===== src/hw/rtl/bes_pkg.sv =====
// Shared constants and helpers for the ball Euler step block.
package bes_pkg;

  // Field size defaults, in whole pixels
  localparam int unsigned FIELD_WIDTH_DEF  = 1000;
  localparam int unsigned FIELD_HEIGHT_DEF = 700;

  // Fixed-point widths
  localparam int unsigned POS_W = 18;  // Q10.8 unsigned
  localparam int unsigned VEL_W = 23;  // Q14.8 signed
  localparam int unsigned WP_W  = 25;  // working position, signed

  // Shared multiplier operand and product widths
  localparam int unsigned MUL_A_W = 25;  // signed
  localparam int unsigned MUL_B_W = 17;  // unsigned
  localparam int unsigned MUL_P_W = 42;  // signed

  // Configuration register indexes
  localparam logic [2:0] REG_GRAVITY    = 3'd0;
  localparam logic [2:0] REG_DRAG       = 3'd1;
  localparam logic [2:0] REG_ELASTICITY = 3'd2;
  localparam logic [2:0] REG_RADIUS     = 3'd3;
  localparam logic [2:0] REG_PLAT_LEFT  = 3'd4;
  localparam logic [2:0] REG_PLAT_TOP   = 3'd5;
  localparam logic [2:0] REG_PLAT_W     = 3'd6;
  localparam logic [2:0] REG_PLAT_H     = 3'd7;

  // Configuration reset values
  localparam logic [21:0] GRAVITY_RST    = 22'd250880;
  localparam logic [15:0] DRAG_RST       = 16'd410;
  localparam logic [16:0] ELASTICITY_RST = 17'd52429;
  localparam logic [15:0] RADIUS_RST     = 16'd5120;
  localparam logic [17:0] PLAT_LEFT_RST  = 18'd51200;
  localparam logic [17:0] PLAT_TOP_RST   = 18'd153600;
  localparam logic [17:0] PLAT_W_RST     = 18'd153600;
  localparam logic [17:0] PLAT_H_RST     = 18'd5120;

  // Elasticity of one in Q1.16
  localparam logic [16:0] ELAS_ONE = 17'd65536;

  // Wall hit codes
  localparam logic [1:0] HIT_NONE = 2'd0;
  localparam logic [1:0] HIT_LOW  = 2'd1;  // left or top wall
  localparam logic [1:0] HIT_HIGH = 2'd2;  // right or bottom wall

  // Platform side codes
  localparam logic [2:0] SIDE_NONE   = 3'd0;
  localparam logic [2:0] SIDE_TOP    = 3'd1;
  localparam logic [2:0] SIDE_BOTTOM = 3'd2;
  localparam logic [2:0] SIDE_LEFT   = 3'd3;
  localparam logic [2:0] SIDE_RIGHT  = 3'd4;

  // Velocity and position limits
  localparam logic signed [31:0] VEL_MAX = 32'sd4194303;
  localparam logic signed [31:0] VEL_MIN = -32'sd4194304;
  localparam logic signed [24:0] POS_MAX = 25'sd262143;

  // Saturate a wide velocity to Q14.8
  function automatic logic signed [22:0] sat_vel(input logic signed [31:0] v);
    logic signed [22:0] r;
    if (v > VEL_MAX) begin
      r = 23'sh3fffff;
    end else if (v < VEL_MIN) begin
      r = -23'sh400000;
    end else begin
      r = v[22:0];
    end
    return r;
  endfunction

  // Clamp a working position to the Q10.8 range
  function automatic logic [17:0] clamp_pos(input logic signed [24:0] p);
    logic [17:0] r;
    if (p < 25'sd0) begin
      r = 18'd0;
    end else if (p > POS_MAX) begin
      r = 18'h3ffff;
    end else begin
      r = p[17:0];
    end
    return r;
  endfunction

endpackage


===== src/hw/rtl/bes_mul.sv =====
// Shared signed-by-unsigned multiplier with a registered product.
module bes_mul import bes_pkg::*; (
  input  logic                              clk_i,
  input  logic signed [MUL_A_W-1:0]         a_i,
  input  logic        [MUL_B_W-1:0]         b_i,
  output logic signed [MUL_P_W-1:0]         prod_o
);

  logic signed [MUL_A_W+MUL_B_W:0] full;
  logic signed [MUL_P_W-1:0]       prod_q;

  // Multiply; the product always fits the narrower register
  assign full = a_i * $signed({1'b0, b_i});

  // Register the product
  always_ff @(posedge clk_i) begin
    prod_q <= full[MUL_P_W-1:0];
  end

  assign prod_o = prod_q;

endmodule


===== src/hw/rtl/ball_euler_step_with_bounce.sv =====
// Top level: one ball stepped by semi-implicit Euler with wall and platform bounce.
//
// The block keeps the position and velocity of one ball. A request with
// tuser set loads position and velocity; one with tuser clear advances by
// step_dt under gravity and linear drag, then resolves the field walls and
// one platform. Every request yields one result with the new state and the
// hit sides. All multiplications run through one 25x17 multiplier with a
// registered product, stepped by a sequencer: the block takes no new request
// until the result of the current one has entered the output register.
// The result sits in an output register, so the next request is taken while
// it waits; a later result waits in the sequencer until that one is taken.
// Configuration is written through the plain write port; the user must write
// it only while idle, as the block itself does not enforce this.
module ball_euler_step_with_bounce import bes_pkg::*; #(
  parameter int unsigned FIELD_WIDTH  = FIELD_WIDTH_DEF,
  parameter int unsigned FIELD_HEIGHT = FIELD_HEIGHT_DEF
) (
  input  logic         clk_i,
  input  logic         rst_ni,
  // Configuration write port
  input  logic         cfg_we_i,
  input  logic [2:0]   cfg_idx_i,
  input  logic [21:0]  cfg_data_i,
  // Request channel
  input  logic         s_axis_tvalid,
  output logic         s_axis_tready,
  // step_dt[15:0], load_pos_x[33:16], load_pos_y[51:34],
  // load_vel_x[74:52], load_vel_y[97:75], zero pad
  input  logic [103:0] s_axis_tdata,
  // opcode[0]
  input  logic [0:0]   s_axis_tuser,
  // Result channel
  output logic         m_axis_tvalid,
  input  logic         m_axis_tready,
  // pos_x[17:0], pos_y[35:18], vel_x[58:36], vel_y[81:59],
  // wall_hit_x[83:82], wall_hit_y[85:84], platform_side[88:86], zero pad
  output logic [95:0]  m_axis_tdata
);

  localparam logic signed [25:0] FW = 26'(FIELD_WIDTH * 256);
  localparam logic signed [25:0] FH = 26'(FIELD_HEIGHT * 256);
  localparam logic signed [57:0] H28 = 58'sd134217728;
  localparam logic signed [41:0] H16 = 42'sd32768;

  typedef enum logic [3:0] {
    ST_IDLE, ST_DRAG, ST_ACCEL, ST_MLO, ST_MHI, ST_MADD, ST_VUPD, ST_PMUL,
    ST_PUPD, ST_WALL, ST_WREFL, ST_PLAT, ST_PREFL, ST_FIN
  } state_e;

  state_e state_q;

  // Configuration registers
  logic [21:0] grav_q;
  logic [15:0] drag_q;
  logic [16:0] elas_q;
  logic [15:0] radius_q;
  logic [17:0] pl_q, pt_q, pw_q, ph_q;

  // Ball state and working registers
  logic [17:0]           pos_x_q, pos_y_q;
  logic signed [22:0]    vel_x_q, vel_y_q;
  logic signed [24:0]    wpx_q, wpy_q;
  logic                  axis_q;
  logic [15:0]           dt_q;
  logic signed [40:0]    accel_q;
  logic signed [57:0]    acc_q;
  logic [1:0]            hit_x_q, hit_y_q;
  logic [2:0]            side_q;
  logic                  m_valid_q;
  logic [95:0]           m_data_q;

  // Shared multiplier
  logic signed [MUL_A_W-1:0] mul_a;
  logic        [MUL_B_W-1:0] mul_b;
  logic signed [MUL_P_W-1:0] prod;

  bes_mul u_mul (
    .clk_i  (clk_i),
    .a_i    (mul_a),
    .b_i    (mul_b),
    .prod_o (prod)
  );

  // Select the current axis
  logic signed [22:0] v_cur;
  logic [17:0]        p_old;
  logic signed [24:0] pw_cur;
  logic [16:0]        e_eff;

  assign v_cur  = axis_q ? vel_y_q : vel_x_q;
  assign p_old  = axis_q ? pos_y_q : pos_x_q;
  assign pw_cur = axis_q ? wpy_q : wpx_q;
  assign e_eff  = (elas_q > ELAS_ONE) ? ELAS_ONE : elas_q;

  // Acceleration: gravity on the vertical axis minus drag times velocity
  logic signed [40:0] accel_next;
  assign accel_next = (axis_q ? $signed({7'b0, grav_q, 12'b0}) : 41'sd0) - prod[40:0];

  // Velocity update: round accel*dt by 2^28, half away from zero
  logic signed [57:0] acc_rnd;
  logic signed [31:0] v_sum;
  logic signed [22:0] v_step;
  assign acc_rnd = (acc_q + (acc_q[57] ? (H28 - 58'sd1) : H28)) >>> 28;
  assign v_sum   = 32'(v_cur) + acc_rnd[31:0];
  assign v_step  = sat_vel(v_sum);

  // Position update: round v*dt by 2^16
  logic signed [41:0] prod_r16;
  logic signed [24:0] p_step;
  assign prod_r16 = (prod + (prod[41] ? (H16 - 42'sd1) : H16)) >>> 16;
  assign p_step   = $signed({7'b0, p_old}) + prod_r16[24:0];

  // Reflection: negate the rounded v*e and saturate
  logic signed [31:0] v_neg;
  logic signed [22:0] v_refl;
  assign v_neg  = -32'($signed(prod_r16[24:0]));
  assign v_refl = sat_vel(v_neg);

  // Wall test on the current axis
  logic signed [25:0] r26, pw26, lim;
  logic               wall_low, wall_high;
  logic signed [24:0] wall_p;
  logic [1:0]         wall_hit;
  assign r26       = $signed({10'b0, radius_q});
  assign pw26      = 26'(pw_cur);
  assign lim       = axis_q ? FH : FW;
  assign wall_low  = pw26 < r26;
  assign wall_high = (pw26 + r26) > lim;

  always_comb begin
    wall_p   = pw_cur;
    wall_hit = HIT_NONE;
    if (wall_low) begin
      wall_p   = r26[24:0];
      wall_hit = HIT_LOW;
    end else if (wall_high) begin
      wall_p   = 25'(lim - r26);
      wall_hit = HIT_HIGH;
    end
  end

  // Platform test on the wall-clamped position
  logic signed [20:0] sx, sy, r21, pl21, pt21, pr21, pb21;
  logic               in_x, in_y, vx_pos, vx_neg, vy_pos, vy_neg;
  logic [2:0]         side_c;
  logic signed [20:0] plat_px, plat_py;
  logic signed [22:0] plat_v;

  assign sx   = $signed({3'b0, wpx_q[17:0]});
  assign sy   = $signed({3'b0, wpy_q[17:0]});
  assign r21  = $signed({5'b0, radius_q});
  assign pl21 = $signed({3'b0, pl_q});
  assign pt21 = $signed({3'b0, pt_q});
  assign pr21 = $signed({3'b0, pl_q}) + $signed({3'b0, pw_q});
  assign pb21 = $signed({3'b0, pt_q}) + $signed({3'b0, ph_q});
  assign in_x = ((sx + r21) > pl21) && ((sx - r21) < pr21);
  assign in_y = ((sy + r21) > pt21) && ((sy - r21) < pb21);
  assign vx_neg = vel_x_q[22];
  assign vy_neg = vel_y_q[22];
  assign vx_pos = !vel_x_q[22] && (vel_x_q != 23'sd0);
  assign vy_pos = !vel_y_q[22] && (vel_y_q != 23'sd0);

  always_comb begin
    side_c  = SIDE_NONE;
    plat_px = sx;
    plat_py = sy;
    if (((sy + r21) > pt21) && (sy < pt21) && in_x && vy_pos) begin
      side_c  = SIDE_TOP;
      plat_py = pt21 - r21;
    end else if (((sy - r21) < pb21) && (sy > pb21) && in_x && vy_neg) begin
      side_c  = SIDE_BOTTOM;
      plat_py = pb21 + r21;
    end else if (((sx + r21) > pl21) && (sx < pl21) && in_y && vx_pos) begin
      side_c  = SIDE_LEFT;
      plat_px = pl21 - r21;
    end else if (((sx - r21) < pr21) && (sx > pr21) && in_y && vx_neg) begin
      side_c  = SIDE_RIGHT;
      plat_px = pr21 + r21;
    end
  end

  assign plat_v = ((side_c == SIDE_TOP) || (side_c == SIDE_BOTTOM)) ? vel_y_q : vel_x_q;

  // Route operands to the shared multiplier
  always_comb begin
    mul_a = 25'(v_cur);
    mul_b = {1'b0, dt_q};
    case (state_q)
      ST_DRAG: begin
        mul_b = {1'b0, drag_q};
      end
      ST_MLO: begin
        mul_a = $signed({5'b0, accel_q[19:0]});
      end
      ST_MHI: begin
        mul_a = 25'($signed(accel_q[40:20]));
      end
      ST_WALL: begin
        mul_b = e_eff;
      end
      ST_PLAT: begin
        mul_a = 25'(plat_v);
        mul_b = e_eff;
      end
      default: begin
        mul_a = 25'(v_cur);
      end
    endcase
  end

  // Sequencer, state and result register
  always_ff @(posedge clk_i or negedge rst_ni) begin
    if (!rst_ni) begin
      state_q   <= ST_IDLE;
      axis_q    <= 1'b0;
      m_valid_q <= 1'b0;
      pos_x_q   <= '0;
      pos_y_q   <= '0;
      vel_x_q   <= '0;
      vel_y_q   <= '0;
      hit_x_q   <= HIT_NONE;
      hit_y_q   <= HIT_NONE;
      side_q    <= SIDE_NONE;
      grav_q    <= GRAVITY_RST;
      drag_q    <= DRAG_RST;
      elas_q    <= ELASTICITY_RST;
      radius_q  <= RADIUS_RST;
      pl_q      <= PLAT_LEFT_RST;
      pt_q      <= PLAT_TOP_RST;
      pw_q      <= PLAT_W_RST;
      ph_q      <= PLAT_H_RST;
    end else begin
      // Take configuration writes
      if (cfg_we_i) begin
        case (cfg_idx_i)
          REG_GRAVITY:    grav_q   <= cfg_data_i;
          REG_DRAG:       drag_q   <= cfg_data_i[15:0];
          REG_ELASTICITY: elas_q   <= cfg_data_i[16:0];
          REG_RADIUS:     radius_q <= cfg_data_i[15:0];
          REG_PLAT_LEFT:  pl_q     <= cfg_data_i[17:0];
          REG_PLAT_TOP:   pt_q     <= cfg_data_i[17:0];
          REG_PLAT_W:     pw_q     <= cfg_data_i[17:0];
          REG_PLAT_H:     ph_q     <= cfg_data_i[17:0];
          default: begin
          end
        endcase
      end

      // Drop the result once taken; the final state refills it itself
      if (m_valid_q && m_axis_tready && (state_q != ST_FIN)) begin
        m_valid_q <= 1'b0;
      end

      case (state_q)
        ST_IDLE: begin
          if (s_axis_tvalid) begin
            dt_q    <= s_axis_tdata[15:0];
            axis_q  <= 1'b0;
            hit_x_q <= HIT_NONE;
            hit_y_q <= HIT_NONE;
            side_q  <= SIDE_NONE;
            if (s_axis_tuser[0]) begin
              pos_x_q <= s_axis_tdata[33:16];
              pos_y_q <= s_axis_tdata[51:34];
              vel_x_q <= $signed(s_axis_tdata[74:52]);
              vel_y_q <= $signed(s_axis_tdata[97:75]);
              state_q <= ST_FIN;
            end else begin
              state_q <= ST_DRAG;
            end
          end
        end
        ST_DRAG: begin
          state_q <= ST_ACCEL;
        end
        ST_ACCEL: begin
          accel_q <= accel_next;
          state_q <= ST_MLO;
        end
        ST_MLO: begin
          state_q <= ST_MHI;
        end
        ST_MHI: begin
          acc_q   <= $signed({22'b0, prod[35:0]});
          state_q <= ST_MADD;
        end
        ST_MADD: begin
          acc_q   <= acc_q + $signed({prod[36], prod[36:0], 20'b0});
          state_q <= ST_VUPD;
        end
        ST_VUPD: begin
          if (axis_q) begin
            vel_y_q <= v_step;
          end else begin
            vel_x_q <= v_step;
          end
          state_q <= ST_PMUL;
        end
        ST_PMUL: begin
          state_q <= ST_PUPD;
        end
        ST_PUPD: begin
          if (axis_q) begin
            wpy_q   <= p_step;
            axis_q  <= 1'b0;
            state_q <= ST_WALL;
          end else begin
            wpx_q   <= p_step;
            axis_q  <= 1'b1;
            state_q <= ST_DRAG;
          end
        end
        ST_WALL: begin
          if (axis_q) begin
            wpy_q   <= $signed({7'b0, clamp_pos(wall_p)});
            hit_y_q <= wall_hit;
          end else begin
            wpx_q   <= $signed({7'b0, clamp_pos(wall_p)});
            hit_x_q <= wall_hit;
          end
          state_q <= ST_WREFL;
        end
        ST_WREFL: begin
          if (axis_q) begin
            if (hit_y_q != HIT_NONE) begin
              vel_y_q <= v_refl;
            end
            axis_q  <= 1'b0;
            state_q <= ST_PLAT;
          end else begin
            if (hit_x_q != HIT_NONE) begin
              vel_x_q <= v_refl;
            end
            axis_q  <= 1'b1;
            state_q <= ST_WALL;
          end
        end
        ST_PLAT: begin
          side_q  <= side_c;
          wpx_q   <= 25'(plat_px);
          wpy_q   <= 25'(plat_py);
          state_q <= ST_PREFL;
        end
        ST_PREFL: begin
          if ((side_q == SIDE_TOP) || (side_q == SIDE_BOTTOM)) begin
            vel_y_q <= v_refl;
          end else if ((side_q == SIDE_LEFT) || (side_q == SIDE_RIGHT)) begin
            vel_x_q <= v_refl;
          end
          pos_x_q <= clamp_pos(wpx_q);
          pos_y_q <= clamp_pos(wpy_q);
          state_q <= ST_FIN;
        end
        ST_FIN: begin
          // Hold until the output register is free
          if (!m_valid_q || m_axis_tready) begin
            m_valid_q <= 1'b1;
            m_data_q  <= {7'b0, side_q, hit_y_q, hit_x_q, vel_y_q, vel_x_q,
                          pos_y_q, pos_x_q};
            state_q   <= ST_IDLE;
          end
        end
        default: begin
          state_q <= ST_IDLE;
        end
      endcase
    end
  end

  assign s_axis_tready = (state_q == ST_IDLE);
  assign m_axis_tvalid = m_valid_q;
  assign m_axis_tdata  = m_data_q;

endmodule


===== config.mk =====
export PLATFORM = sky130hd
export DESIGN_NAME = ball_euler_step_with_bounce
export DESIGN_NICKNAME = d
export VERILOG_FILES = /design/src/hw/rtl/bes_pkg.sv /design/src/hw/rtl/bes_mul.sv /design/src/hw/rtl/ball_euler_step_with_bounce.sv
export SDC_FILE = /design/constraint.sdc
export NUM_CORES = 2
export LEC_CHECK = 0
export BUFFER_PORTS_ARGS = -buffer_cell sky130_fd_sc_hd__buf_2
export CAP_MARGIN = 20
export CORE_AREA = 2 2 520 264
export CTS_BUF_LIST = sky130_fd_sc_hd__clkbuf_4
export CTS_CLUSTER_SIZE = 30
export DETAILED_ROUTE_END_ITERATION = 10
export DIE_AREA = 0 0 522 266
export HOLD_SLACK_MARGIN = 0.03
export PLACE_DENSITY_LB_ADDON = 0.25
export SKIP_LAST_GASP = 1
export SLEW_MARGIN = 20
export SYNTH_ARGS = -nofsm -noshare
export SYNTH_HDL_FRONTEND = slang
export SYNTH_SLANG_ARGS = --single-unit

===== constraint.sdc =====
create_clock -name clk_i -period 30.9 [get_ports clk_i]
set_input_delay 1.545 -clock clk_i [delete_from_list [all_inputs] [get_ports clk_i]]
set_output_delay 1.545 -clock clk_i [all_outputs]
set_load 0.01 [all_outputs]

==> flow_summary.json <==
{
  "skew_ps": 75.54,
  "setup_violations": 0,
  "avgRoutedWirePerCell_um": 32.04,
  "cts_hold_buf": 0,
  "grt_antenna_before_repair": 26,
  "placementRows": 96,
  "synth_simple_gate_area_share_pct": 14.15,
  "maxCapViolations": 0,
  "required_ps": 31830,
  "n_fill_cell": 13000,
  "synth_area_leader_cell": "fa_1",
  "cts_buffers": 130,
  "synthMuxAreaShare_pct": 3.843,
  "drt_iter0_drc": 9469,
  "critPathKind": "flip-flop to flip-flop",
  "yosysSeqAreaShare_pct": 24.09,
  "grt_pass1_vias": 50760,
  "path_common_cell": "a21oi_1",
  "hold_class": "input port to async pin",
  "tightest_slew_ps": 1350,
  "setup_tns_ps": 0,
  "grt_max_degree": 83,
  "maxSlewViolCount": 0,
  "postRouteAntennaNets": 0,
  "finalCritPeriodShare_pct": 48.47,
  "area_growth_pct": 8.978,
  "drtPass1Iterations": 8,
  "fmax_mhz": 66.78,
  "ys_top_cells_by_area": "fa_1, edfxtp_1, ha_1",
  "synth_fa_ha_area_share_pct": 25.91,
  "cp_max_fo": 52,
  "outcome": "completed",
  "synth_ff_type": "edfxtp_1",
  "synth_most_common_cell": "inv_1",
  "yosys.area.top_type_share_pct": 13.46,
  "drive_gt1_share_pct": 13.41,
  "synth_top_family_by_area": "adder cells",
  "place_congestion": 1.095,
  "end_kind": "flip-flop",
  "hold_viol": 0,
  "start_kind": "flip-flop",
  "die_x_um": 522,
  "dpl.hpwl_um": 233300,
  "vias_per_cell": 6.389,
  "yosys.area_share.xor_xnor_pct": 5.818,
  "htree_levels": 4,
  "synth_warnings": 0,
  "core_mm2": 0.1351,
  "synth.avg_cell_area_um2": 8.899,
  "chipHeight_um": 266,
  "grt_usage_pct": 40.37,
  "clock_path_buffers": 3,
  "arrival_ps": 15910,
  "ys_async_sr_fraction_pct": 44.57,
  "synthCells": 6750,
  "cts.sinks": 534,
  "grt_pass1_wl_um": 391000,
  "rsz0062_at_grt": "false",
  "slowest_stage": "a211oi_1",
  "postCtsSetupBuffers": 0,
  "overflow": 0,
  "syn_area_mm2": 0.06007,
  "io_buffer_count": 219,
  "ioPinCount": 233,
  "ys_seq_elements": 534,
  "tritoncts": "built",
  "drcViolationCount": 0,
  "ys_types": 106,
  "maxSlewHeadroom_pct": 9.974,
  "cts_resized": 0,
  "final_nets": 8103,
  "die_area_mm2": 0.1389,
  "synth_commonest_cells": "inv_1, nor2_1, ha_1",
  "multi_input_area_mm2": 0.04189,
  "cts.clk_slew.worst_paths_ps": 70,
  "clkLatencyLatePin_ps": 1090,
  "finalCriticalPeriod_ps": 14980,
  "clock-root-buffer": "clkbuf_4",
  "routed_wl_um": 285100,
  "synth_edf_count": 254,
  "synth_compound_area_share_pct": 19.66,
  "num_vias": 56860,
  "start_util_pct": 44.45,
  "max_stage_delay_ps": 910,
  "seq_area_mm2": 0.01447
}
-- metal layers --
layer / vias to the layer above / track usage (%) / part of all wire, %
met5: - / 2.564 / 0.23
met4: 28 / 6.469 / 1.4
met3: 296 / 30.27 / 23
met2: 4484 / 39.84 / 30
met1: 27790 / 63.20 / 46
li1: 24260 / - / -
-- layout make-up --
class                           count  area share, %
Sequential cell                   534          22.11
Inverter                          726          4.163
Clock inverter                     40         0.4855
Timing Repair Buffer              373          3.473
Multi-Input combinational cell   5206          63.99
Clock buffer                      199          2.282
Tap cell                         1813          3.465
Antenna cell                        8        0.03058
-- cells in the final DEF (no fill, tap or decap), types with 32 or more instances in the layout --
cell type and count:
buf_4 150, and3_1 75, o21ai_0 410, dfxtp_1 42, clkbuf_4 200, a21o_1 136, nand3_1 106, o211ai_1 75
nand4_1 45, o211a_1 32, dfstp_2 35, buf_2 218, or3_1 35, and2_1 53, nor2_1 597, nor2b_1 81
a21oi_1 522, nand2b_1 58, o31ai_1 33, a31oi_1 51, mux2i_1 45, or2_2 43, o21a_1 68, dfrtp_1 202
edfxtp_1 254, mux2_2 165, nor4_1 50, nor3_1 141, fa_1 404, xor2_1 113, xnor2_1 285, inv_1 724
a211oi_1 91, o21bai_1 43, ha_1 593, nand2_1 413
-- worst max-delay path: cells and delay by family (launching register included) --
kind | cells | cell delay [ps]
AO/OA/AOI/OAI | 23 | 6800
XOR/XNOR | 2 | 470
adder cells (fa/ha/maj) | 9 | 3690
buffers and inverters | 4 | 1050
flip-flops | 1 | 600
AND/OR/NAND/NOR | 6 | 2150
-- logic make-up (layout without fill, tap and decap cells) --
family                     count (synthesis)  in the layout
AOI/OAI and AO/OA                       1798           1798
and+or+nand+nor                         1790           1790
buffers and inverters                   1016           1338
adders and majority gates               1002           1002
DFF                                      534            534
xor gates and xnor gates                 399            399
muxes                                    210            210
other                                      1             15
-- sequential cells by signal, indices dropped and copies added, names as in the netlist, 16 cells and up --
| name | cells |
|---|---|
| pos_y_q | 18 |
| pl_q | 18 |
| vel_x_q | 23 |
| acc_q | 58 |
| radius_q | 16 |
| m_axis_tdata | 89 |
| grav_q | 22 |
| pw_q | 18 |
| vel_y_q | 23 |
| accel_q | 41 |
| wpx_q | 25 |
| pt_q | 18 |
| drag_q | 16 |
| pos_x_q | 18 |
| wpy_q | 25 |
| u_mul.prod_o | 42 |
| dt_q | 16 |
| elas_q | 17 |
| ph_q | 18 |
-- worst paths after layout --
path,from,to,slack (ps),depth (start not counted)
max,pt_q[6]$_DFFE_PN0P_,u_mul.prod_o[41]$_DFF_P_,15920,44
min,rst_ni,grav_q[20]$_DFFE_PN0P_,400,1
max reg2reg,pt_q[6]$_DFFE_PN0P_,u_mul.prod_o[41]$_DFF_P_,15920,44
min reg2reg,pos_y_q[12]$_DFFE_PN0P_,m_axis_tdata[30]$_DFFE_PP_,490,0
max in group asynchronous,rst_ni,vel_x_q[3]$_DFFE_PN0P_,29030,2
min in group clk_i,pos_y_q[12]$_DFFE_PN0P_,m_axis_tdata[30]$_DFFE_PP_,490,0
-- metrics by stage --
step	instance area (µm²)	std cells	hold WS [ps]	worst slack, ps	util, %
floorplan	60090	6756	440.5	19630	-
global placement	63530	8648	457.5	17060	47.02
detailed placement	63540	8648	469.7	16970	47.03
CTS	65360	8887	298.7	16840	48.37
global route	65440	8893	374.9	15710	48.43
finish	65460	8899	398.7	15920	48.44
Power is not shown: default switching activity piles up to over one toggle a cycle in this logic, so the estimate is an artifact.
